## src/rtl/core/bsd_pkg.sv

```systemverilog
// ----------------------------------------------------------------------------
// BOM sniffing decoder - package
// Codes, result entry and the per-byte result bundle passed front to back.
// ----------------------------------------------------------------------------
package bsd_pkg;

  localparam int MAX_RES = 5;                     // results one byte can cause
  localparam int CNT_W   = $clog2(MAX_RES + 1);
  localparam int QDEPTH  = 4;                     // power of two
  localparam int QPTR_W  = $clog2(QDEPTH);

  typedef enum logic [2:0] {
    MODE_SNIFF = 3'd0,
    MODE_UTF8  = 3'd1,
    MODE_U16LE = 3'd2,
    MODE_U16BE = 3'd3,
    MODE_U32LE = 3'd4,
    MODE_U32BE = 3'd5
  } mode_t;

  typedef enum logic [2:0] {
    ST_UNIT     = 3'd0,
    ST_RAW      = 3'd1,
    ST_END      = 3'd2,
    ST_BAD_LEN  = 3'd3,
    ST_BAD_SURR = 3'd4,
    ST_BAD_CP   = 3'd5
  } status_t;

  typedef enum logic [2:0] {
    ENC_UTF8  = 3'd0,
    ENC_U16LE = 3'd1,
    ENC_U16BE = 3'd2,
    ENC_U32LE = 3'd3,
    ENC_U32BE = 3'd4
  } enc_t;

  typedef struct packed {
    logic [15:0] unit;
    status_t     status;
  } res_t;

  typedef struct packed {
    logic [CNT_W-1:0]         cnt;
    enc_t                     enc;
    res_t [MAX_RES-1:0]       ents;
  } bundle_t;

endpackage

```

## src/rtl/core/bsd_byte_if.sv

```systemverilog
// ----------------------------------------------------------------------------
// BOM sniffing decoder - byte channel
// Valid/ready channel carrying one file byte and its last flag.
// ----------------------------------------------------------------------------
interface bsd_byte_if;
  logic       valid;
  logic       ready;
  logic [7:0] in_byte;
  logic       in_last;

  modport source (output valid, output in_byte, output in_last, input ready);
  modport sink   (input valid, input in_byte, input in_last, output ready);
endinterface

```

## src/rtl/core/bsd_unit_if.sv

```systemverilog
// ----------------------------------------------------------------------------
// BOM sniffing decoder - result channel
// Valid/ready channel carrying one UTF-16 unit, raw byte, closing or error word.
// ----------------------------------------------------------------------------
interface bsd_unit_if;
  logic        valid;
  logic        ready;
  logic [15:0] code_unit;
  logic [2:0]  status;
  logic [2:0]  encoding;
  logic        out_last;

  modport source (output valid, output code_unit, output status, output encoding,
                  output out_last, input ready);
  modport sink   (input valid, input code_unit, input status, input encoding,
                  input out_last, output ready);
endinterface

```

## src/rtl/core/bom_sniff_utf16_utf32_decoder_unit.sv

```systemverilog
// ----------------------------------------------------------------------------
// BOM sniffing UTF-16/UTF-32 decoder - top level
// Sniffs the byte-order mark of a file and emits UTF-16 units or raw bytes.
//
//   channel  dir  word                                 handshake
//   bytes    in   in_byte[8], in_last                  valid/ready
//   units    out  code_unit[16], status[3],            valid/ready
//                 encoding[3], out_last
//
// One byte is taken per cycle while the bundle queue (4 deep) has room.
// A byte's results pass through the bundle queue and the output register,
// one word per cycle while the result port is ready; a byte causing k
// words holds the output for all k, so the output port sets the rate.
// rst is synchronous and leaves the block sniffing a new file.
// Either side may stall; the queue carries the slack between them.
// ----------------------------------------------------------------------------
module bom_sniff_utf16_utf32_decoder_unit (
  input  logic       clk,
  input  logic       rst,
  bsd_byte_if.sink   bytes,
  bsd_unit_if.source units
);
  import bsd_pkg::*;

  logic    push;
  logic    full;
  logic    nempty;
  logic    pop;
  bundle_t f_bundle;
  bundle_t q_head;

  bsd_front u_front (
    .clk    (clk),
    .rst    (rst),
    .bytes  (bytes),
    .push   (push),
    .bundle (f_bundle),
    .full   (full)
  );

  bsd_queue u_queue (
    .clk    (clk),
    .rst    (rst),
    .push   (push),
    .din    (f_bundle),
    .full   (full),
    .pop    (pop),
    .nempty (nempty),
    .dout   (q_head)
  );

  bsd_back u_back (
    .clk    (clk),
    .rst    (rst),
    .nempty (nempty),
    .head   (q_head),
    .pop    (pop),
    .units  (units)
  );

endmodule

```

## src/rtl/core/bsd_front.sv

```systemverilog
// ----------------------------------------------------------------------------
// BOM sniffing decoder - front end
// Takes one byte a cycle unless full, sniffs the mark, assembles code units,
// checks surrogates and code points, pushes the byte's results as a bundle.
// ----------------------------------------------------------------------------
module bsd_front (
  input  logic             clk,
  input  logic             rst,
  bsd_byte_if.sink         bytes,
  output logic             push,
  output bsd_pkg::bundle_t bundle,
  input  logic             full
);
  import bsd_pkg::*;

  localparam logic [15:0] SURR_HI_FIRST = 16'hD800;
  localparam logic [15:0] SURR_HI_LAST  = 16'hDBFF;
  localparam logic [15:0] SURR_LO_FIRST = 16'hDC00;
  localparam logic [15:0] SURR_LO_LAST  = 16'hDFFF;
  localparam logic [31:0] CP_MAX        = 32'h0010_FFFF;
  localparam logic [20:0] SUPP_BASE     = 21'h01_0000;
  localparam logic [7:0]  BOM8_0        = 8'hEF;
  localparam logic [7:0]  BOM8_1        = 8'hBB;
  localparam logic [7:0]  BOM8_2        = 8'hBF;
  localparam logic [7:0]  BYTE_FE       = 8'hFE;
  localparam logic [7:0]  BYTE_FF       = 8'hFF;
  localparam logic [7:0]  BYTE_00       = 8'h00;
  localparam int          SNIFF_LEN     = 4;

  typedef struct packed {
    logic [1:0]  cnt;
    res_t        e0;
    res_t        e1;
    logic        err;
    logic        hp;
    logic [15:0] hh;
  } dec_t;

  function automatic dec_t take16(logic [15:0] u, logic hp, logic [15:0] hh);
    dec_t d;
    logic is_high;
    logic is_low;
    is_high = (u >= SURR_HI_FIRST) && (u <= SURR_HI_LAST);
    is_low  = (u >= SURR_LO_FIRST) && (u <= SURR_LO_LAST);
    d    = '0;
    d.hp = hp;
    d.hh = hh;
    if (hp) begin
      if (!is_low) begin
        d.cnt = 2'd1;
        d.e0  = '{unit: 16'h0000, status: ST_BAD_SURR};
        d.err = 1'b1;
      end else begin
        d.cnt = 2'd2;
        d.e0  = '{unit: hh, status: ST_UNIT};
        d.e1  = '{unit: u, status: ST_UNIT};
        d.hp  = 1'b0;
        d.hh  = '0;
      end
    end else if (is_high) begin
      d.hp = 1'b1;
      d.hh = u;
    end else if (is_low) begin
      d.cnt = 2'd1;
      d.e0  = '{unit: 16'h0000, status: ST_BAD_SURR};
      d.err = 1'b1;
    end else begin
      d.cnt = 2'd1;
      d.e0  = '{unit: u, status: ST_UNIT};
    end
    return d;
  endfunction

  function automatic dec_t take32(logic [31:0] cp, logic hp, logic [15:0] hh);
    dec_t        d;
    logic [19:0] v;
    d    = '0;
    d.hp = hp;
    d.hh = hh;
    v    = 20'(cp[20:0] - SUPP_BASE);
    if (cp > CP_MAX ||
        (cp >= {16'h0000, SURR_HI_FIRST} && cp <= {16'h0000, SURR_LO_LAST})) begin
      d.cnt = 2'd1;
      d.e0  = '{unit: 16'h0000, status: ST_BAD_CP};
      d.err = 1'b1;
    end else if (cp[31:16] == 16'h0000) begin
      d.cnt = 2'd1;
      d.e0  = '{unit: cp[15:0], status: ST_UNIT};
    end else begin
      // supplementary point: split into a surrogate pair
      d.cnt = 2'd2;
      d.e0  = '{unit: SURR_HI_FIRST + {6'd0, v[19:10]}, status: ST_UNIT};
      d.e1  = '{unit: SURR_LO_FIRST + {6'd0, v[9:0]}, status: ST_UNIT};
    end
    return d;
  endfunction

  function automatic enc_t enc_of(mode_t m);
    enc_t e;
    unique case (m)
      MODE_U16LE: e = ENC_U16LE;
      MODE_U16BE: e = ENC_U16BE;
      MODE_U32LE: e = ENC_U32LE;
      MODE_U32BE: e = ENC_U32BE;
      default:    e = ENC_UTF8;
    endcase
    return e;
  endfunction

  // decoder state
  mode_t             mode,         mode_next;
  logic [2:0][7:0]   sniff_bytes,  sniff_bytes_next;
  logic [1:0]        sniff_count,  sniff_count_next;
  logic [2:0][7:0]   unit_bytes,   unit_bytes_next;
  logic [1:0]        unit_count,   unit_count_next;
  logic [15:0]       held_high,    held_high_next;
  logic              high_pending, high_pending_next;
  logic              dropping,     dropping_next;

  logic                  acc;
  logic [CNT_W-1:0]      n_res;
  res_t [MAX_RES-1:0]    ents;
  enc_t                  enc_w;
  logic                  err;
  dec_t                  d;
  logic [3:0][7:0]       k;
  logic [2:0]            n;
  logic [2:0]            mark;
  logic [15:0]           u16;
  logic [31:0]           cp32;
  logic                  clr;

  assign bytes.ready = !full;
  assign acc         = bytes.valid && bytes.ready;

  always_comb begin
    mode_next         = mode;
    sniff_bytes_next  = sniff_bytes;
    sniff_count_next  = sniff_count;
    unit_bytes_next   = unit_bytes;
    unit_count_next   = unit_count;
    held_high_next    = held_high;
    high_pending_next = high_pending;
    dropping_next     = dropping;
    n_res = '0;
    ents  = '0;
    err   = 1'b0;
    d     = '0;
    // a byte that completes no unit keeps any held high surrogate
    d.hp  = high_pending;
    d.hh  = held_high;
    k     = {bytes.in_byte, sniff_bytes};
    n     = '0;
    mark  = '0;
    u16   = '0;
    cp32  = '0;
    clr   = 1'b0;
    enc_w = enc_of(mode);

    if (dropping) begin
      if (bytes.in_last) clr = 1'b1;
    end else begin
      if (mode == MODE_SNIFF) begin
        n                = {1'b0, sniff_count} + 3'd1;
        k[sniff_count]   = bytes.in_byte;
        if (n < 3'(SNIFF_LEN) && !bytes.in_last) begin
          sniff_bytes_next[sniff_count] = bytes.in_byte;
          sniff_count_next              = sniff_count + 2'd1;
        end else begin
          if (n >= 3'd3 && k[0] == BOM8_0 && k[1] == BOM8_1 && k[2] == BOM8_2) begin
            mode_next = MODE_UTF8;  mark = 3'd3;
          end else if (n == 3'd4 && k[0] == BYTE_FF && k[1] == BYTE_FE &&
                       k[2] == BYTE_00 && k[3] == BYTE_00) begin
            mode_next = MODE_U32LE; mark = 3'd4;
          end else if (n == 3'd4 && k[0] == BYTE_00 && k[1] == BYTE_00 &&
                       k[2] == BYTE_FE && k[3] == BYTE_FF) begin
            mode_next = MODE_U32BE; mark = 3'd4;
          end else if (n >= 3'd2 && k[0] == BYTE_FF && k[1] == BYTE_FE) begin
            mode_next = MODE_U16LE; mark = 3'd2;
          end else if (n >= 3'd2 && k[0] == BYTE_FE && k[1] == BYTE_FF) begin
            mode_next = MODE_U16BE; mark = 3'd2;
          end else begin
            mode_next = MODE_UTF8;  mark = 3'd0;
          end
          sniff_bytes_next  = '0;
          sniff_count_next  = '0;
          unit_bytes_next   = '0;
          unit_count_next   = '0;
          high_pending_next = 1'b0;
          held_high_next    = '0;
          // buffered bytes after the mark are decoded now
          case (mode_next)
            MODE_UTF8: begin
              for (int i = 0; i < SNIFF_LEN; i++) begin
                if (3'(i) >= mark && 3'(i) < n) begin
                  ents[n_res] = '{unit: {8'h00, k[i]}, status: ST_RAW};
                  n_res       = n_res + CNT_W'(1);
                end
              end
            end
            MODE_U16LE, MODE_U16BE: begin
              if (n == 3'd3) begin
                unit_bytes_next[0] = k[2];
                unit_count_next    = 2'd1;
              end else if (n == 3'd4) begin
                u16 = (mode_next == MODE_U16LE) ? {k[3], k[2]} : {k[2], k[3]};
                d   = take16(u16, 1'b0, 16'h0000);
              end
            end
            default: ;
          endcase
        end
      end else begin
        case (mode)
          MODE_U16LE, MODE_U16BE: begin
            if (unit_count == 2'd0) begin
              unit_bytes_next[0] = bytes.in_byte;
              unit_count_next    = 2'd1;
            end else begin
              unit_count_next = 2'd0;
              u16 = (mode == MODE_U16LE) ? {bytes.in_byte, unit_bytes[0]}
                                         : {unit_bytes[0], bytes.in_byte};
              d   = take16(u16, high_pending, held_high);
            end
          end
          MODE_U32LE, MODE_U32BE: begin
            if (unit_count != 2'd3) begin
              unit_bytes_next[unit_count] = bytes.in_byte;
              unit_count_next             = unit_count + 2'd1;
            end else begin
              unit_count_next = 2'd0;
              cp32 = (mode == MODE_U32LE)
                   ? {bytes.in_byte, unit_bytes[2], unit_bytes[1], unit_bytes[0]}
                   : {unit_bytes[0], unit_bytes[1], unit_bytes[2], bytes.in_byte};
              d    = take32(cp32, high_pending, held_high);
            end
          end
          default: begin
            ents[n_res] = '{unit: {8'h00, bytes.in_byte}, status: ST_RAW};
            n_res       = n_res + CNT_W'(1);
          end
        endcase
      end

      // units from a completed code unit (d is empty otherwise)
      if (d.cnt != 2'd0) begin
        ents[n_res] = d.e0;
        n_res       = n_res + CNT_W'(1);
      end
      if (d.cnt == 2'd2) begin
        ents[n_res] = d.e1;
        n_res       = n_res + CNT_W'(1);
      end
      if (d.cnt != 2'd0 || d.hp != high_pending_next) begin
        high_pending_next = d.hp;
        held_high_next    = d.hh;
      end
      err   = d.err;
      enc_w = enc_of(mode_next);

      if (err) begin
        if (bytes.in_last) clr = 1'b1;
        else               dropping_next = 1'b1;
      end else if (bytes.in_last) begin
        if (unit_count_next != 2'd0) begin
          ents[n_res] = '{unit: 16'h0000, status: ST_BAD_LEN};
        end else if (high_pending_next) begin
          ents[n_res] = '{unit: 16'h0000, status: ST_BAD_SURR};
        end else begin
          ents[n_res] = '{unit: 16'h0000, status: ST_END};
        end
        n_res = n_res + CNT_W'(1);
        clr   = 1'b1;
      end
    end

    if (clr) begin
      mode_next         = MODE_SNIFF;
      sniff_bytes_next  = '0;
      sniff_count_next  = '0;
      unit_bytes_next   = '0;
      unit_count_next   = '0;
      held_high_next    = '0;
      high_pending_next = 1'b0;
      dropping_next     = 1'b0;
    end
  end

  assign push        = acc && (n_res != '0);
  assign bundle.cnt  = n_res;
  assign bundle.enc  = enc_w;
  assign bundle.ents = ents;

  always_ff @(posedge clk) begin
    if (rst) begin
      mode         <= MODE_SNIFF;
      sniff_bytes  <= '0;
      sniff_count  <= '0;
      unit_bytes   <= '0;
      unit_count   <= '0;
      held_high    <= '0;
      high_pending <= 1'b0;
      dropping     <= 1'b0;
    end else if (acc) begin
      mode         <= mode_next;
      sniff_bytes  <= sniff_bytes_next;
      sniff_count  <= sniff_count_next;
      unit_bytes   <= unit_bytes_next;
      unit_count   <= unit_count_next;
      held_high    <= held_high_next;
      high_pending <= high_pending_next;
      dropping     <= dropping_next;
    end
  end

endmodule

```

## src/rtl/core/bsd_queue.sv

```systemverilog
// ----------------------------------------------------------------------------
// BOM sniffing decoder - bundle queue
// Short FIFO of per-byte result bundles between front and back ends.
// ----------------------------------------------------------------------------
module bsd_queue (
  input  logic             clk,
  input  logic             rst,
  input  logic             push,
  input  bsd_pkg::bundle_t din,
  output logic             full,
  input  logic             pop,
  output logic             nempty,
  output bsd_pkg::bundle_t dout
);
  import bsd_pkg::*;

  bundle_t           slots [QDEPTH];
  logic [QPTR_W-1:0] wptr;
  logic [QPTR_W-1:0] rptr;
  logic [QPTR_W:0]   count;

  assign full   = (count == (QPTR_W + 1)'(QDEPTH));
  assign nempty = (count != '0);
  assign dout   = slots[rptr];

  always_ff @(posedge clk) begin
    if (push) slots[wptr] <= din;
  end

  always_ff @(posedge clk) begin
    if (rst) begin
      wptr  <= '0;
      rptr  <= '0;
      count <= '0;
    end else begin
      if (push) wptr <= wptr + QPTR_W'(1);
      if (pop)  rptr <= rptr + QPTR_W'(1);
      case ({push, pop})
        2'b10:   count <= count + (QPTR_W + 1)'(1);
        2'b01:   count <= count - (QPTR_W + 1)'(1);
        default: ;
      endcase
    end
  end

endmodule

```

## src/rtl/core/bsd_back.sv

```systemverilog
// ----------------------------------------------------------------------------
// BOM sniffing decoder - back end
// Walks the head bundle one entry a cycle into the result register if not stalled.
// ----------------------------------------------------------------------------
module bsd_back (
  input  logic             clk,
  input  logic             rst,
  input  logic             nempty,
  input  bsd_pkg::bundle_t head,
  output logic             pop,
  bsd_unit_if.source       units
);
  import bsd_pkg::*;

  logic [CNT_W-1:0] idx;
  res_t             cur;
  logic             load;
  logic             last_ent;

  logic             o_valid;
  logic [15:0]      o_unit;
  logic [2:0]       o_status;
  logic [2:0]       o_enc;
  logic             o_last;

  assign cur      = head.ents[idx];
  assign load     = nempty && (!o_valid || units.ready);
  assign last_ent = (idx == head.cnt - CNT_W'(1));
  assign pop      = load && last_ent;

  always_ff @(posedge clk) begin
    if (rst) begin
      o_valid <= 1'b0;
      idx     <= '0;
    end else if (load) begin
      o_valid <= 1'b1;
      idx     <= last_ent ? '0 : idx + CNT_W'(1);
    end else if (units.ready) begin
      o_valid <= 1'b0;
    end
  end

  always_ff @(posedge clk) begin
    if (load) begin
      o_unit   <= cur.unit;
      o_status <= cur.status;
      o_enc    <= head.enc;
      // closing and error words end the file
      o_last   <= (cur.status != ST_UNIT) && (cur.status != ST_RAW);
    end
  end

  assign units.valid     = o_valid;
  assign units.code_unit = o_unit;
  assign units.status    = o_status;
  assign units.encoding  = o_enc;
  assign units.out_last  = o_last;

endmodule

```

## src/flat_wrapper.sv

```systemverilog
// flat-port wrapper written by rule: the top's interface ports become plain ports
module bom_sniff_utf16_utf32_decoder_unit_flat import bsd_pkg::*;
  (clk, rst, bytes_valid, bytes_in_byte, bytes_in_last, bytes_ready, units_valid, units_code_unit, units_status, units_encoding, units_out_last, units_ready);
  bsd_byte_if bytes_i ();
  bsd_unit_if units_i ();
  input  logic clk;
  input  logic rst;
  input wire logic [$bits(bytes_i.valid)-1:0] bytes_valid;
  input wire logic [$bits(bytes_i.in_byte)-1:0] bytes_in_byte;
  input wire logic [$bits(bytes_i.in_last)-1:0] bytes_in_last;
  output wire logic [$bits(bytes_i.ready)-1:0] bytes_ready;
  output wire logic [$bits(units_i.valid)-1:0] units_valid;
  output wire logic [$bits(units_i.code_unit)-1:0] units_code_unit;
  output wire logic [$bits(units_i.status)-1:0] units_status;
  output wire logic [$bits(units_i.encoding)-1:0] units_encoding;
  output wire logic [$bits(units_i.out_last)-1:0] units_out_last;
  input wire logic [$bits(units_i.ready)-1:0] units_ready;
  assign bytes_i.valid = bytes_valid;
  assign bytes_i.in_byte = bytes_in_byte;
  assign bytes_i.in_last = bytes_in_last;
  assign bytes_ready = bytes_i.ready;
  assign units_valid = units_i.valid;
  assign units_code_unit = units_i.code_unit;
  assign units_status = units_i.status;
  assign units_encoding = units_i.encoding;
  assign units_out_last = units_i.out_last;
  assign units_i.ready = units_ready;
  bom_sniff_utf16_utf32_decoder_unit u_core (.clk(clk), .rst(rst), .bytes(bytes_i), .units(units_i));
endmodule
```

## config.mk

```make
export PLATFORM = sky130hd
export DESIGN_NAME = bom_sniff_utf16_utf32_decoder_unit_flat
export DESIGN_NICKNAME = d
export VERILOG_FILES = /design/src/rtl/core/bsd_pkg.sv /design/src/rtl/core/bsd_byte_if.sv /design/src/rtl/core/bsd_unit_if.sv /design/src/rtl/core/bom_sniff_utf16_utf32_decoder_unit.sv /design/src/rtl/core/bsd_front.sv /design/src/rtl/core/bsd_queue.sv /design/src/rtl/core/bsd_back.sv /design/src/flat_wrapper.sv
export SDC_FILE = /design/constraint.sdc
export NUM_CORES = 1
export LEC_CHECK = 0
export ABC_AREA = 1
export BUFFER_PORTS_ARGS = -buffer_cell sky130_fd_sc_hd__buf_2
export CAP_MARGIN = 20
export CORE_MARGIN = 5
export CORE_UTILIZATION = 45
export CTS_CLUSTER_DIAMETER = 100
export CTS_CLUSTER_SIZE = 30
export DETAILED_ROUTE_END_ITERATION = 16
export PLACE_DENSITY = 0.58
export REMOVE_ABC_BUFFERS = 1
export SYNTH_ARGS = -nofsm -noshare
export SYNTH_HDL_FRONTEND = slang
export SYNTH_SLANG_ARGS = --single-unit
```

## constraint.sdc

```tcl
create_clock -name clk -period 23.9 [get_ports clk]
set_clock_uncertainty 0.15 [all_clocks]
set_input_delay 5.975 -clock clk [delete_from_list [all_inputs] [get_ports clk]]
set_output_delay 5.975 -clock clk [all_outputs]
set_load 0.01 [all_outputs]
```

# == After elaboration in Yosys (flattened, before gate mapping) ==
# Memories as Yosys holds them, arrays and structs flattened. A register that Yosys moved wholly into a read port is not among the register bits.
# Cells that the tools add are included.
# totals
reg_bits,107
mem_bits_rw,404
in_bits,13
word_cells,400
mem_count,1
# op_classes
n_addsub,18
n_lt_le_gt_ge,39
n_eq_ne,41
mux,197
n_bitwise,9
reduce_logical,74
# memory_table
memory,depth,word_bits,read_ports,rd_ports_with_merged_regs,wr,line,rtl
u_core.u_queue.slots,4,101,1,1,1,bsd_queue.sv:17,bundle_t slots [QDEPTH];
# op_table
op,count
$mux 95,22
$bwmux 95,5
$mux 19,19
$demux 19 s3,6
$mux 58,4
$mux 57,4
$mux 24,9
$and 90x90->90,2
$not 90->90,2
$mux 76,2
$mux 3,45
$mux 16,8
$pmux 58 s2,1
$mux 21,5
$and 85x85->85,1
$not 85->85,1
$eq 8x8->1 const B,9
$ge 16x16->1 const B,4
$le 16x16->1 const B,4
$bmux 19 s3,1
$mux 17,3
$bwmux 24,2
$mux 8,5
$logic_and 1x1->1,38
65 further kinds,176

# == Depth between registers and ports, before layout ==
# Gate-level depths: netlist (run 1).
# logic_depth
word_depth,58
depth_mapped,44
depth_no_buf,44

# == Hierarchy ==
# From an unflattened synthesis (run 1), not the netlist that was laid out.
# unflattened
cells_unflattened,2767
hier_area_um2,26320.2
# modules_own_cells
mod,n_inst,cells_per_inst,area_each_um2
bsd_queue,1,1035,16211.8
bsd_front,1,1473,8296.7
bsd_back,1,259,1811.7

# == Worst setup path after synthesis (run 1) ==
# No wires, ideal clock.
# synth_timing
path_kind,input-to-reg
start,input port bytes_in_byte[3]
end,memory u_core.u_queue.slots[0][0] (netlist name) (enable)
t_arrival_ns,14.655
required_ns,23.189
setup_slack_ns,8.534
stages,33
n_path_buf,0
path_cell_list,inv_2 nand2_1 nand2_2 nor2_4 nand2_1 nor2_1 nand2_2 nor2_8 or2_2 nor3_1 inv_1 a21oi_1 inv_1 fa_1 inv_1 ha_1 or2_0 nand3_1 inv_1 ha_1 nand2_1 nand2_1 ha_1 nand2_1 nand2_2 ha_1 nand4_1 inv_1 nand3_1 nand3_1 nand2_2 nand2_2 nor2_1
# synth_via
elab_chain_len,51
# synth_lines
element,line,rtl
from (decl),flat_wrapper.sv:9,input wire logic [$bits(bytes_i.in_byte)-1:0] bytes_in_byte;
$bwmux 32,bsd_front.sv:165,k[sniff_count] = bytes.in_byte;
$eq 8x8->1 / $logic_not 8->1 (equally long branches),"bsd_front.sv:180, bsd_front.sv:175",
"$logic_and 1x1->1, on equally long branches (2 in a row)","bsd_front.sv:180, bsd_front.sv:175",
$mux 2 / $logic_and 1x1->1 (equally long branches),"bsd_front.sv:180, bsd_front.sv:175",
$mux 2 / $logic_and 1x1->1 (equally long branches),"bsd_front.sv:178, bsd_front.sv:176",
$mux 3,bsd_front.sv:175,end else if (n == 3'd4 && k[0] == BYTE_00 && k[1] == BYTE_00 &&
$mux 3,bsd_front.sv:172,end else if (n == 3'd4 && k[0] == BYTE_FF && k[1] == BYTE_FE &&
$mux 3,bsd_front.sv:170,if (n >= 3'd3 && k[0] == BOM8_0 && k[1] == BOM8_1 && k[2] == BOM8_2) begin
[... 34 more ...],-,
$add 3x1->3,bsd_front.sv:272,n_res = n_res + CNT_W'(1);
$mux 3,bsd_front.sv:264,end else if (bytes.in_last) begin
$mux 3 (*),bsd_front.sv:261,if (err) begin
$mux 3 (*),bsd_front.sv:160,if (dropping) begin
$reduce_bool 3->1 (*),bsd_front.sv:289,assign push = acc && (n_res != '0);
$logic_and 1x1->1 (*),bsd_front.sv:289,
$mux 1 (*),bsd_queue.sv:27,if (push) slots[wptr] <= din;
$mux 1 (implied by the code) (*),bsd_queue.sv:27,
to (decl),bsd_queue.sv:17,
# Mark *: on every way between the ends. The rest lies on a longest branch, timed or not. The select of a mux whose other input is x is not followed.

# == Worst setup path after layout (run 1) ==
# layout_timing
start,input port bytes_in_byte[1]
end,memory u_core.u_queue.slots[1][47] (netlist name) (enable)
# The elaborated chain is that of the path after synthesis.

==> impl_summary.txt, run 1 <==
----------------------------------------------------
[Final layout]
  Number of standard cells in the final layout excluding fillers ... 3286
  Final net count ... 2609
  Total inserted antenna cells ... 0
  Area Growth Syn to Fin ... 7.02%
  Fill cell instance count of the final layout ... 5199
  Share of cells above drive strength 1 ... 0.0968

[Route]
  DRC violations left ... 0
  Wire length reported by the detailed router ... 76400 um
  Number of DRC markers in iteration 0 ... 1965
  Routed via count divided by cell count ... 5.85
  Post-route antenna net violation count ... 0
  Detail-routed net length per standard cell ... 23.3 um
  Number of iterations in the first detailed-routing pass ... 6
  Via total after detailed routing ... 19.2k

[Outcome]
  Result of the run ... finished, final reports clean

[Timing]
  Remaining max-slew budget at the tightest pin ... 0.255
  Final clock period utilization by the worst path ... 0.574
  Unrepaired setup endpoints after global routing ... no
  Max-slew violation count ... 0
  Max Clk Rate ... 72.9 MHz
  Number of setup violations in the final report ... 0
  Sum Neg Setup Slack ... 0 ns
  Final worst path period need ... 13.71 ns
  Final Hold Violating Endpoints ... 0
  Pin slew with the least headroom to its limit ... 1.11 ns

[Clock network]
  Clock latency at the later pin of the worst-skew pair ... 0.59 ns
  Clock transition at the register clock pins on the worst setup and hold paths after CTS ... 0.11 ns
  Number of gates resized after CTS ... 0
  Number of buffers inserted by post-CTS setup repair ... 0
  Maximum number of buffers from clock root to sink ... 3
  Count of H-tree levels built during CTS ... 1
  Clk Tree Root Cell ... sky130_fd_sc_hd__clkbuf_16
  TritonCTS clock tree ... built
  Clock tree sinks ... 513
  CTS buffer count ... 23
  Hold buffer count at CTS ... 0

[Floorplan]
  Die footprint ... 60000 um2
  Area of the placeable core ... 54900 um2
  I/O Pins ... 38
  Rows ... 86
  Die height ... 245 um
  Initial cell density of the core ... 0.453
  Die boundary width ... 245 um

[Placement]
  Number of port buffers ... 37
  Dpl cells ... 3246
  Weighted congestion at the end of routability-driven global placement ... 0.983
  Placed wire-length estimate ... 50100 um

[Synth]
  FF+latch count, synth ... 513
  Yosys top cell by area ... sky130_fd_sc_hd__edfxtp_1
  Cell with the most instances after synthesis ... sky130_fd_sc_hd__edfxtp_1
  Largest family of logic cells by synthesized area ... simple AND/OR/NAND/NOR gates
  Largest cells by area after synthesis ... sky130_fd_sc_hd__edfxtp_1 52%, sky130_fd_sc_hd__dfxtp_1 6.9%, sky130_fd_sc_hd__o21ai_0 6.6%
  Arithmetic-cell share of the synthesized area counting full adders, half adders and majority gates ... 0.0137
  Synthesized cell area ... 24800 um2
  Yosys top cell area share ... 0.516
  Post-synthesis instance total ... 2549
  Share of synthesized cell area in and, or, nand and nor gates ... 0.171
  Number of flops mapped to enable cells by yosys ... 427
  Most common library cells after synthesis ... 427 x sky130_fd_sc_hd__edfxtp_1, 370 x sky130_fd_sc_hd__nor2_1, 327 x sky130_fd_sc_hd__o21ai_0
  Distinct cell type count of the synthesized netlist ... 66
  Fraction of synthesized area in multiplexers ... 0.00166
  XOR/XNOR share of the synthesized area ... 0.00247
  Dominant register cell in the synthesized netlist ... sky130_fd_sc_hd__edfxtp_1
  Share of synthesized registers carrying an async set or reset ... 0
  Count of warnings emitted by yosys ... 0
  Post-synthesis sequential area ratio ... 0.585
  Post-Synthesis Mean Instance Area ... 9.75 um2
  Compound-gate portion of the synthesized area ... 0.170

[Global routing]
  Overflow left after global routing ... 0
  Wire length of the first global-routing pass ... 115000 um
  Antenna violations before repair ... 1
  All-layer global routing usage ... 0.247
  Largest net degree at the start of global routing ... 105
  Number of global-route vias before repair ... 18.3k

[Setup path]
  Endpoint of the worst-slack reg-to-reg timing path ... u_core.u_queue.slots[1][47]$_DFFE_PP_
  End point of the critical path ... u_core.u_queue.slots[1][47]$_DFFE_PP_
  Crit-path leading delay family ... simple AND/OR/NAND/NOR gates
  Largest driver fanout on the critical path ... 54
  Delay of the slowest cell on the worst path ... 0.73 ns
  Reg2reg path depth ... 37
  Worst Path Required ... 23.98 ns
  Combined buffer and inverter count along the critical path ... 9
  Number of cells on the critical path ... 36
  Most used cell, CP ... sky130_fd_sc_hd__nand2_1
  CP Launch Point ... bytes_in_byte[1]
  Cell with the largest stage delay on the worst path ... sky130_fd_sc_hd__buf_4
  FF-to-FF setup slack ... 14.60 ns
  Sort of element at the start of the critical path ... input pin
  Arrival time worst endpoint ... 13.79 ns
  Capturing element type of the critical path ... flip-flop
  Reg-to-Reg Start ... u_core.u_front.sniff_count[0]$_SDFFE_PP0P_
  Category of the most critical setup path ... input pin to flip-flop

[Power and ir drop]
  Sw Ratio ... 0.338
  VDD IR-drop max ... 0.0566 mV
  Net switching power figure ... 0.739 mW
  Combinational group share of total power ... 0.261
  Int Power ... 1.45 mW
  Part of the power in the clock network ... 0.220
  Leakage ... 9.31 nW
  Power density over the cells ... 82.2 nW/um2
  Sequential fraction of design power ... 0.519

[Min path]
  Min-Delay Path Class ... flip-flop to flip-flop
  Origin of the worst min-delay path ... u_core.u_front.held_high[10]$_SDFFE_PP0P_

[Flow run]
  Max Cap Violations ... 0

----------------------------------------------------
[metrics by stage]
step	utilization	setup WS (ns)	area (um2)	hold WS (ns)	total power [mW]
floorplan	-	8.45	24500	0.269	1.52
global route	0.485	9.75	26600	0.335	2.30
CTS	0.484	10.26	26600	0.314	2.20
detailed placement	0.471	9.64	25800	0.296	1.73
finish	0.485	10.19	26600	0.308	2.19
global placement	0.471	9.70	25800	0.293	1.72
[how the worst min path moves through the flow]
stage,to,slack [ns],depth (start not counted)
5_1_grt,u_core.u_front.held_high[10]$_SDFFE_PP0P_,0.34,2
3_3_place_gp,u_core.u_front.held_high[10]$_SDFFE_PP0P_,0.29,2
4_1_cts,u_core.u_front.held_high[10]$_SDFFE_PP0P_,0.31,2
3_5_place_dp,u_core.u_front.held_high[10]$_SDFFE_PP0P_,0.30,2
6_report,u_core.u_front.held_high[10]$_SDFFE_PP0P_,0.31,2
2_1_floorplan,u_core.u_front.held_high[10]$_SDFFE_PP0P_,0.27,2
[sequential cells by signal, indices dropped and copies added, names as in the netlist, 2 cells and up, named ones only]
| signal | cells |
|---|---|
| u_core.u_back.units.encoding | 3 |
| u_core.u_back.idx | 3 |
| u_core.u_front.sniff_count | 2 |
| u_core.u_front.held_high | 16 |
| u_core.u_queue.slots | 404 |
| u_core.u_front.sniff_bytes | 24 |
| u_core.u_back.units.status | 3 |
| u_core.u_front.unit_count | 2 |
| u_core.u_front.mode | 3 |
| u_core.u_queue.wptr | 2 |
| u_core.u_queue.count | 3 |
| u_core.u_back.units.code_unit | 16 |
| u_core.u_queue.rptr | 2 |
| u_core.u_front.unit_bytes | 24 |
[final cells by class]
type                            instances  area [um2]  area share
Clock inverter                          8         123     0.00461
Sequential cell                       513       14600       0.547
Inverter                              202         766      0.0288
Timing Repair Buffer                   71         440      0.0166
Clock buffer                           29         598      0.0225
Tap cell                              704         881      0.0331
Multi-Input combinational cell       1759        9230       0.347
[cells in the final DEF, fill, tap and decap left out, drive strengths merged, types with 4 or more instances in the layout]
cell type,n
a221oi,6
a22oi,7
a31oi,24
a211oi,27
o22ai,59
edfxtp,427
nand3,65
o211ai,29
nor4,7
conb,72
nor2,405
dfxtp,86
a21oi,114
a21o,12
nand4,45
o221ai,62
clkinv,9
buf,69
clkbuf,31
nor3,54
inv,201
xor2,4
ha,24
nand2,358
a32oi,4
o21ai,345
a22o,5
[logic make-up (layout without fill, tap and decap cells)]
family          count (synthesis)  count (layout)
simple gates                  940             940
compound gates                710             710
flops                         513             513
buf+inv                       348             310
fa+ha+maj                      26              26
xor+xnor                        7               7
mux                             4               4
other cells                     1              72
[layer usage]
layer	part of all wire	global-route usage	routed length, um
met1	0.45	0.359	34100
met3	0.058	0.0305	4440
met4	0.027	0.0627	2060
met2	0.47	0.398	35800
met5	0	0	0
[power groups by stage]
stage          Sequential, mW  Clock, mW  Combinational (mW)
6_report                 1.13      0.481               0.570
5_1_grt                  1.14      0.529               0.627
4_1_cts                  1.13      0.495               0.574
3_5_place_dp             1.16          0               0.572
3_3_place_gp             1.15          0               0.567
2_1_floorplan            1.19          0               0.331
[worst reg2reg max path, delay by kind of cell, from the launching register on]
| family | cells | cell delay (ns) |
|---|---|---|
| simple gates | 21 | 3.14 |
| compound gates | 1 | 0.50 |
| fa+ha+maj | 6 | 2.22 |
| buf+inv | 9 | 2.40 |
| flops | 1 | 0.48 |
No activity file was read; power rests on OpenSTA's default activity.
==> run 2, diff against run 1 <==
==> constraint.sdc (replaced) <==
create_clock -name clk -period 13.4 [get_ports clk]
set_clock_uncertainty 0.15 [all_clocks]
set_input_delay 3.35 -clock clk [delete_from_list [all_inputs] [get_ports clk]]
set_output_delay 3.35 -clock clk [all_outputs]
set_load 0.01 [all_outputs]
==> impl_summary.txt, run 2 (synthesis gave the netlist of run 1 again) <==
----------------------------------------------------
[Final layout]
  Largest register by flop count ... u_core.u_queue.slots (unchanged)
  Fill cell instance count of the final layout ... 5217 (was 5199)
  Final net count ... 2605 (was 2609)
  Area Growth Syn to Fin ... 7.19% (was 7.02%)
  Total inserted antenna cells ... 0 (unchanged)
  Share of cells above drive strength 1 ... 0.0945 (was 0.0968)
  Top flop regs ... u_core.u_queue.slots (404), u_core.u_front.sniff_bytes (24), u_core.u_front.unit_bytes (24) (unchanged)
  Most frequent cells in the layout ... 427 x sky130_fd_sc_hd__edfxtp_1, 365 x sky130_fd_sc_hd__nor2_1, 327 x sky130_fd_sc_hd__o21ai_0, 304 x sky130_fd_sc_hd__nand2_1, 167 x sky130_fd_sc_hd__inv_1 (unchanged)
  Footprint of the flip-flops and latches ... 14600 um2 (about the same)
  Area taken by multi-input logic gates ... 9230 um2 (about the same)
  Most frequent standard cell in the layout excluding fill and tap cells ... sky130_fd_sc_hd__edfxtp_1 (unchanged)
  Number of flip-flops in the largest register ... 404 (unchanged)

[Floorplan]
  Area of the placeable core ... 54900 um2 (unchanged)
  Initial cell density of the core ... 0.453 (unchanged)
  Die footprint ... 60000 um2 (unchanged)
  Die height ... 245 um (unchanged)
  Die boundary width ... 245 um (unchanged)
  Rows ... 86 (unchanged)
  I/O Pins ... 38 (unchanged)

[Clock network]
  Count of H-tree levels built during CTS ... 1 (unchanged)
  Clk Tree Root Cell ... sky130_fd_sc_hd__clkbuf_16 (unchanged)
  Clock tree sinks ... 513 (unchanged)
  Maximum number of buffers from clock root to sink ... 3 (unchanged)
  CTS buffer count ... 23 (unchanged)
  Number of buffers inserted by post-CTS setup repair ... 0 (unchanged)
  Hold buffer count at CTS ... 0 (unchanged)
  Clock latency at the later pin of the worst-skew pair ... 0.60 ns (was 0.59 ns)
  Clock transition at the register clock pins on the worst setup and hold paths after CTS ... 0.11 ns (about the same)
  TritonCTS clock tree ... built (unchanged)
  Number of gates resized after CTS ... 0 (unchanged)

[Setup path]
  Largest driver fanout on the critical path ... 66 (was 54)
  Delay of the slowest cell on the worst path ... 0.62 ns (was 0.73 ns)
  Capturing element type of the critical path ... flip-flop (unchanged)
  Cell with the largest stage delay on the worst path ... sky130_fd_sc_hd__fa_1 (was sky130_fd_sc_hd__buf_4)
  End point of the critical path ... u_core.u_queue.slots[1][81]$_DFFE_PP_ (was u_core.u_queue.slots[1][47]$_DFFE_PP_)
  Worst Path Required ... 13.51 ns (was 23.98 ns)
  FF-to-FF setup slack ... 5.02 ns (was 14.60 ns)
  Category of the most critical setup path ... input pin to flip-flop (unchanged)
  Arrival time worst endpoint ... 10.28 ns (was 13.79 ns)
  Endpoint of the worst-slack reg-to-reg timing path ... u_core.u_queue.slots[1][81]$_DFFE_PP_ (was u_core.u_queue.slots[1][47]$_DFFE_PP_)
  Most used cell, CP ... sky130_fd_sc_hd__nand2_1 (unchanged)
  CP Launch Point ... bytes_in_byte[1] (unchanged)
  Reg-to-Reg Start ... u_core.u_front.sniff_count[0]$_SDFFE_PP0P_ (unchanged)
  Sort of element at the start of the critical path ... input pin (unchanged)
  Reg2reg path depth ... 36 (was 37)

[Placement]
  Weighted congestion at the end of routability-driven global placement ... 0.991 (was 0.983)
  Number of port buffers ... 37 (unchanged)
  Placed wire-length estimate ... 50800 um (was 50100 um)

[Power and ir drop]
  Leakage ... 9.31 nW (about the same)
  Post-route total power ... 3.91 mW (was 2.19 mW)
  VDD IR-drop max ... 0.137 mV (was 0.0566 mV)
  Power density over the cells ... 147 nW/um2 (was 82.2 nW/um2)

[Timing]
  Unrepaired setup endpoints after global routing ... no (unchanged)
  Final clock period utilization by the worst path ... 0.759
  Sum Neg Setup Slack ... 0 ns (unchanged)
  Max Clk Rate ... 98.4 MHz
  Pin slew with the least headroom to its limit ... 1.14 ns (was 1.11 ns)
  Remaining max-slew budget at the tightest pin ... 0.239 (was 0.255)
  Max-slew violation count ... 0 (unchanged)
  Final worst path period need ... 10.16 ns
  Number of setup violations in the final report ... 0 (unchanged)
  Final Hold Violating Endpoints ... 0 (unchanged)

[Flow run]
  Max Cap Violations ... 0 (unchanged)

[Route]
  Wire length reported by the detailed router ... 76900 um (was 76400 um)
  Number of iterations in the first detailed-routing pass ... 5 (was 6)
  Detail-routed net length per standard cell ... 23.4 um (was 23.3 um)
  Via total after detailed routing ... 19.0k (was 19.2k)
  Number of DRC markers in iteration 0 ... 1723 (was 1965)
  Routed via count divided by cell count ... 5.79 (was 5.85)
  Post-route antenna net violation count ... 0 (unchanged)
  DRC violations left ... 0 (unchanged)

[Global routing]
  Antenna violations before repair ... 1 (unchanged)
  Wire length of the first global-routing pass ... 117000 um (was 115000 um)
  Number of global-route vias before repair ... 18.3k (about the same)
  Largest net degree at the start of global routing ... 112 (was 105)
  All-layer global routing usage ... 0.250 (was 0.247)
  Overflow left after global routing ... 0 (unchanged)

[Min path]
  Min-Delay Path Class ... flip-flop to flip-flop (unchanged)

[Outcome]
  Result of the run ... finished, final reports clean (unchanged)

----------------------------------------------------
run 2: changes by cell type in the layout (fill, tap and decap cells not counted), moves of 2 or more:
| cell | before | now |
|---|---|---|
| sky130_fd_sc_hd__clkbuf_1 | 6 | 13 |
| sky130_fd_sc_hd__buf_4 | 32 | 26 |
| sky130_fd_sc_hd__buf_12 | 0 | 4 |
| sky130_fd_sc_hd__inv_16 | 0 | 3 |
| sky130_fd_sc_hd__clkbuf_4 | 2 | 0 |
| sky130_fd_sc_hd__inv_4 | 3 | 1 |
run 2: layout make-up:
| type | instances | share of cell area |
|---|---|---|
| inverter | 202 | 0.0288 |
| clock inverter | 6 | 0.00432 |
| tap | 704 | 0.0331 |
| timing repair buffer | 67 | 0.0173 |
| clock buffer | 36 | 0.0234 |
| sequential | 513 | 0.546 |
| multi-input combinational | 1759 | 0.347 |
run 2: how the worst min path moves through the flow:
stage                     depth (start not counted)                                      start                                        end  slack (ns)
after floorplan                                   2  u_core.u_front.held_high[10]$_SDFFE_PP0P_  u_core.u_front.held_high[10]$_SDFFE_PP0P_        0.27
after global placement                            2  u_core.u_front.held_high[10]$_SDFFE_PP0P_  u_core.u_front.held_high[10]$_SDFFE_PP0P_        0.28
after detailed placement                          2  u_core.u_front.held_high[10]$_SDFFE_PP0P_  u_core.u_front.held_high[10]$_SDFFE_PP0P_        0.29
after CTS                                         2  u_core.u_front.held_high[10]$_SDFFE_PP0P_  u_core.u_front.held_high[10]$_SDFFE_PP0P_        0.31
after global routing                              2  u_core.u_front.held_high[10]$_SDFFE_PP0P_  u_core.u_front.held_high[10]$_SDFFE_PP0P_        0.33
final                                             2  u_core.u_front.held_high[10]$_SDFFE_PP0P_  u_core.u_front.held_high[10]$_SDFFE_PP0P_        0.31
run 2: routing by layer:
layer | part of all wire | global-route usage
met1 | 0.47 | 0.377
met2 | 0.46 | 0.399
met3 | 0.052 | 0.0216
met4 | 0.024 | 0.0533
met5 | 0 | 0
run 2: power by group:
part / internal, mW / switching, mW / leakage, nW
sequential: 1.96 / 0.0540 / 4.56
clock: 0.347 / 0.523 / 0.351
combinational: 0.284 / 0.741 / 4.39
run 2: critical path: cells and delay by family:
kind | cells | cell delay (ns)
compound gates | 1 | 0.43
buf+inv | 8 | 1.42
simple gates | 21 | 3.31
fa+ha+maj | 5 | 1.66
run 2: stage by stage:
stage	instance area [um2]	utilization	instances	setup WS, ns	hold slack (ns)
floorplan	24500	-	2474	0.578	0.269
global placement	25900	0.472	3244	2.73	0.282
detailed placement	25900	0.472	3244	2.68	0.289
CTS	26600	0.485	3286	3.31	0.307
global route	26600	0.485	3287	2.76	0.325
finish	26600	0.485	3287	3.24	0.305
